--- src/hw/rtl/cau_pkg.sv ---
// Shared types and codes for the complex arithmetic unit.
// No dependencies; every other file of the block imports this package.
`timescale 1ns / 1ps

package cau_pkg;

  localparam int DataWidth = 32;
  localparam int ProdWidth = 2 * DataWidth;

  typedef enum logic [1:0] {
    OP_ADD = 2'd0,
    OP_SUB = 2'd1,
    OP_MUL = 2'd2,
    OP_DIV = 2'd3
  } op_e;

  typedef enum logic [1:0] {
    STATUS_OK       = 2'd0,
    STATUS_DIV_ZERO = 2'd1,
    STATUS_SAT      = 2'd2
  } status_e;

  typedef struct packed {
    op_e                         op;
    logic signed [DataWidth-1:0] x_real;
    logic signed [DataWidth-1:0] x_imag;
    logic signed [DataWidth-1:0] y_real;
    logic signed [DataWidth-1:0] y_imag;
  } cau_in_t;

  typedef struct packed {
    logic signed [DataWidth-1:0] z_real;
    logic signed [DataWidth-1:0] z_imag;
    status_e                     status;
  } cau_out_t;

  // One result part on its way through the divider: sign, early overflow,
  // partial remainder, numerator bits still to bring down, quotient so far.
  typedef struct packed {
    logic                 neg;
    logic                 ovf;
    logic [ProdWidth-1:0] rem;
    logic [DataWidth-1:0] nbits;
    logic [DataWidth-1:0] quo;
  } lane_t;

  typedef struct packed {
    lane_t                re;
    lane_t                im;
    logic [ProdWidth-1:0] den;
    op_e                  op;
    logic                 dz;
  } div_pipe_t;

endpackage

--- src/hw/rtl/cau_div_step.sv ---
// One restoring-division stage for both result parts of the complex unit.
// Produces one quotient bit per lane per stage; depends on cau_pkg.
`timescale 1ns / 1ps

module cau_div_step (
  input  logic               clk_i,
  input  logic               rst_ni,
  input  logic               en_i,
  input  logic               valid_i,
  input  cau_pkg::div_pipe_t data_i,
  output logic               valid_o,
  output cau_pkg::div_pipe_t data_o
);
  import cau_pkg::*;

  logic      valid_q;
  div_pipe_t data_d, data_q;

  // Bring down one numerator bit, subtract the divisor if it fits.
  function automatic lane_t lane_step(input lane_t l, input logic [ProdWidth-1:0] den);
    logic [ProdWidth:0] t;
    lane_t r;
    r = l;
    t = {l.rem, l.nbits[DataWidth-1]};
    if (t >= {1'b0, den}) begin
      r.rem = ProdWidth'(t - {1'b0, den});
      r.quo = {l.quo[DataWidth-2:0], 1'b1};
    end else begin
      r.rem = t[ProdWidth-1:0];
      r.quo = {l.quo[DataWidth-2:0], 1'b0};
    end
    r.nbits = {l.nbits[DataWidth-2:0], 1'b0};
    return r;
  endfunction

  // Step divide items only; pass the others unchanged.
  always_comb begin
    data_d = data_i;
    if (data_i.op == OP_DIV) begin
      data_d.re = lane_step(data_i.re, data_i.den);
      data_d.im = lane_step(data_i.im, data_i.den);
    end
  end

  always_ff @(posedge clk_i or negedge rst_ni) begin
    if (!rst_ni) begin
      valid_q <= 1'b0;
    end else if (en_i) begin
      valid_q <= valid_i;
    end
  end

  always_ff @(posedge clk_i) begin
    if (en_i) begin
      data_q <= data_d;
    end
  end

  assign valid_o = valid_q;
  assign data_o  = data_q;

endmodule

--- config.mk ---
export PLATFORM = sky130hd
export DESIGN_NAME = cau_div_step
export DESIGN_NICKNAME = d
export VERILOG_FILES = /design/src/hw/rtl/cau_pkg.sv /design/src/hw/rtl/cau_div_step.sv
export SDC_FILE = /design/constraint.sdc
export NUM_CORES = 1
export LEC_CHECK = 0
export BUFFER_PORTS_ARGS = -buffer_cell sky130_fd_sc_hd__clkbuf_2
export CORE_AREA = 4 4 256 258
export CTS_CLUSTER_SIZE = 12
export DETAILED_ROUTE_END_ITERATION = 8
export DIE_AREA = 0 0 260 262
export GPL_TIMING_DRIVEN = 0
export PLACE_DENSITY = 0.67
export SYNTH_ARGS = -nofsm -noshare
export SYNTH_HDL_FRONTEND = slang
export SYNTH_SLANG_ARGS = --single-unit
--- constraint.sdc ---
create_clock -name clk_i -period 1.42 [get_ports clk_i]
set_input_delay 0.142 -clock clk_i [delete_from_list [all_inputs] [get_ports clk_i]]
set_output_delay 0.142 -clock clk_i [all_outputs]
set_load 0.1 [all_outputs]
Word level (Yosys, flattened, before mapping) --
Cells that the tools add are included.
Word-level totals: bits in read-only memories 0, latch bits 0, bits in registers 328, memories kept 0, input bits 331, logic and storage cells 26, output and inout port bits 328, RAM bits 0
Cells by class: equality and inequality tests 1, add/subtract/negate cells 2, muxes and demuxes 5, bitwise gates (word level) 0, shift-type cells 0, divide/modulo/power cells 0, $lt $le $gt $ge 2, reduce and logical (&&, ||, !) cells 0, multipliers 0
Operators by type and width (count):
- 258-bit 2-to-1 mux | 1
- 65-bit by 64-bit >= comparator with 1-bit output | 2
- 64-bit 2-to-1 mux | 2
- 64-bit subtractor | 2
- 2-bit == test, second input constant | 1
- 1-bit 2-to-1 mux | 2

Depth between registers and ports, before layout --
word-level depth 3, mapped depth 15, mapped depth without buffers 15

Least setup slack after synthesis --
OpenSTA, ideal clock, no wires.
kind input port to flip-flop, start point input port data_i[260] (netlist name), end point register data_q (netlist bit data_o[323]) (data pin), library setup time 268 ps, path slack -1705 ps, arrival time 2857 ps, stages on the path 14, path buffers 0, required time 1152 ps, path through inv_1 ha_1 inv_1 fa_1 a21o_1 a221oi_1 o211a_1 o32ai_1 a2111oi_2 o41ai_2 a2bb2oi_1 o21ai_1 o41ai_1 a21oi_1
RTL lines:
- from (decl) | RTL line cau_div_step.sv:10 | input cau_pkg::div_pipe_t data_i,
- to (signal assigned) | RTL line cau_div_step.sv:55 | data_q <= data_d;
- to (decl) | RTL line cau_div_step.sv:17 | div_pipe_t data_d, data_q;

==> reports/metrics.cfg <==
[sta]
slew_viol_final=0
setup_viol=465
hold_viol=2
fmax_mhz=350
worstMarginPinSlew_ps=1250
post-route-period-util=2.01
rsz0062_at_grt=yes
clock_skew_ps=0
min_period_ps=2860
timing.hold.ws_ps=-12.6
slew_headroom=0.169
final.setup.worst_slack_ps=-1440

[status]
status=finished, violations left
violations=hold timing, setup timing

[placement]
pre_cts_slack_ps=-2850
place_congestion=0.951
dpl_cell_area_um2=27100
hpwl_um=77900
portBuffers=658

[setup_path]
path_max_fanout=10
endpoint_kind=flop
required_ps=1700
cp-start-kind=primary input
worst_ep_arrival_time_ps=3140
cp_slowest_cell=o31ai_4
crit_path_cell_trace=buf_2 > inv_2 > ha_4 > and4_4 > nand4_1 > a21oi_4 > o31ai_4 > buf_12 > o21ai_4 > o2bb2ai_4 > o31ai_4 > a21oi_4 > buf_12 > buf_12 > buf_12 > buf_12 > a21oi_4 > o21ai_1
crit_buf_inv=7
cp_top_family=compound AO/OA/AOI/OAI gates
critPathKind=primary input to flop
crit_top_cell=buf_12
slowest_delay_ps=310

[global_route]
gr-total-overflow=0
antenna_found_initial=15
grt_max_degree=115
grt_pass1_wl_um=147000
grt_util_all_layers=0.287
grt_pass1_vias=23200

[die]
dieArea_um2=68100
die_h_um=262
io_pins=659
rows=92
core-area_um2=63000
die_w_um=260
start_util=0.347

[synth]
syn_area_um2=21900
ys.flop_type=edfxtp_1
synthArstFlopShare=0.00305
synth_top_area_frac=0.449
synth_nets=2925
yosys-top-cells-count=nand2_1 (594), edfxtp_1 (327), a21oi_1 (251), nor2_1 (155), o21ai_0 (145)
synthMostInstantiatedCell=nand2_1
avgSynthCellArea_um2=8.87
yosys_warnings=0
synthDistinctLibCells=79
syn_inst=2464
ys_ff_latch=328
yosysTopAreaCell=edfxtp_1
yosys-top-cells-area=edfxtp_1 (45%), nand2_1 (10%), ha_1 (7.3%)
ys_seq_area_frac=0.450
synth_edf_count=327

[power_and_ir_drop]
power_frac_seq=0.310
switching_share=0.443
p_int_mw=21.6
power_frac_clock=0.241
power_leakage_nw=14.8
pwr-share-comb=0.449
power_density_nw_per_um2=1140
power.switching_mw=17.2
peakVddDrop_uv=944

[cts]
clock_latency_ps=560
cts_root_buffer=clkbuf_16
clockBufferDepth=3
htreeDepth=2
cts_sinks=328
cts_made_buffers=38
cts_tree=built
clk_pin_slew_ps=60

[routing]
first_pass_iters=5
drtIter0Drc=2278
route.antenna.remaining_nets=0
wl_per_cell_um=23.5
via_count=23800
drc=0
vias_per_cell=5.37
routed_wl_um=104000

[cells_and_area]
nets=4009
drive_gt1_frac=0.335
area_delta_synth_final_pct=55.7
final_util=0.541
final_area_um2=34000

[worst_hold_path]
hp-class=primary input to flop

[run]
cap_violations=0

-- final timing paths --
| kind | start | end | slack [ps] | cells past startpoint |
|---|---|---|---|---|
| worst max-delay path | data_i[8] | data_o[133]$_DFFE_PP_ | -1440 | 18 |
| worst min-delay path | data_i[260] | data_o[260]$_DFFE_PP_ | -10 | 3 |
| worst max register to register | valid_o$_DFFE_PN0P_ | valid_o$_DFFE_PN0P_ | 660 | 1 |
| worst min register to register | valid_o$_DFFE_PN0P_ | valid_o$_DFFE_PN0P_ | 530 | 1 |
| max in group asynchronous | rst_ni | valid_o$_DFFE_PN0P_ | 910 | 3 |
| min in group asynchronous | rst_ni | valid_o$_DFFE_PN0P_ | 410 | 3 |
-- cell families after synthesis --
group                    synth area share
multiplexers                       0.0124
adder cells (fa/ha/maj)            0.0751
AND/OR/NAND/NOR                     0.185
buffers and inverters              0.0415
flip-flops                          0.450
AO/OA/AOI/OAI                       0.191
XOR/XNOR                           0.0453
-- per-layer routing --
| layer | part of all wire | wire length [µm] | vias up | track usage |
|---|---|---|---|---|
| met1 | 0.39 | 40800 | 11400 | 0.351 |
| met4 | 0.043 | 4490 | 14 | 0.115 |
| met5 | 0.00080 | 83 | - | 0 |
| met2 | 0.48 | 49800 | 1097 | 0.485 |
| met3 | 0.089 | 9260 | 260 | 0.0762 |
| li1 | - | - | 11000 | - |
-- placed cells by master, fill, tap and decap left out, drive strengths merged, types with 26 or more instances in the layout --
cell	instances
buf	128
xor2	46
ha	128
mux2i	26
nor2	155
xnor2	67
a21oi	252
inv	92
nand4	49
dlygate4sd3	326
clkbuf	781
a21o	69
o21ai	206
nand2	595
nand3	33
edfxtp	327
-- sequential cells by signal, indices dropped and copies added (netlist names) --
signal and flops:
data_o 327, valid_o 1
-- per-stage QoR --
stage	hold slack, ps	TNS, ps	power, mW	std cells
2_1_floorplan	-154	-162710	23.6	2464
3_3_place_gp	-83.1	-2331500	27.3	3968
3_5_place_dp	-79.8	-623410	27.2	3971
4_1_cts	0.185	-194760	38.2	4399
5_1_grt	-1.84	-211810	40.3	4428
6_report	-12.6	-187390	38.8	4433
-- power groups by stage --
stage          registers, mW  clock network [mW]  logic [mW]
2_1_floorplan           18.8                   0        4.76
4_1_cts                 12.0                9.56        16.6
5_1_grt                 12.1                9.98        18.2
3_3_place_gp            12.3                   0        14.9
3_5_place_dp            12.2                   0        15.0
6_report                12.0                9.36        17.4
-- area by class of cell --
cell class	instances	area, µm²
inverter	90	389
antenna	11	27.5
multi-input combinational	1906	13100
buffer	121	962
sequential	328	9840
clock inverter	17	143
tap	846	1060
fill	5667	28900
clock buffer	51	1020
timing repair buffer	1063	7500
-- timing repair --
action	CTS	global route
cloned	6	1
hold buffers	325	1
endpoints found under the hold margin	315	1
pin swaps	64	64
setup buffers	45	29
gates resized for setup	257	217
setup endpoints to repair	584	509
(Power assumes the default switching activity.)
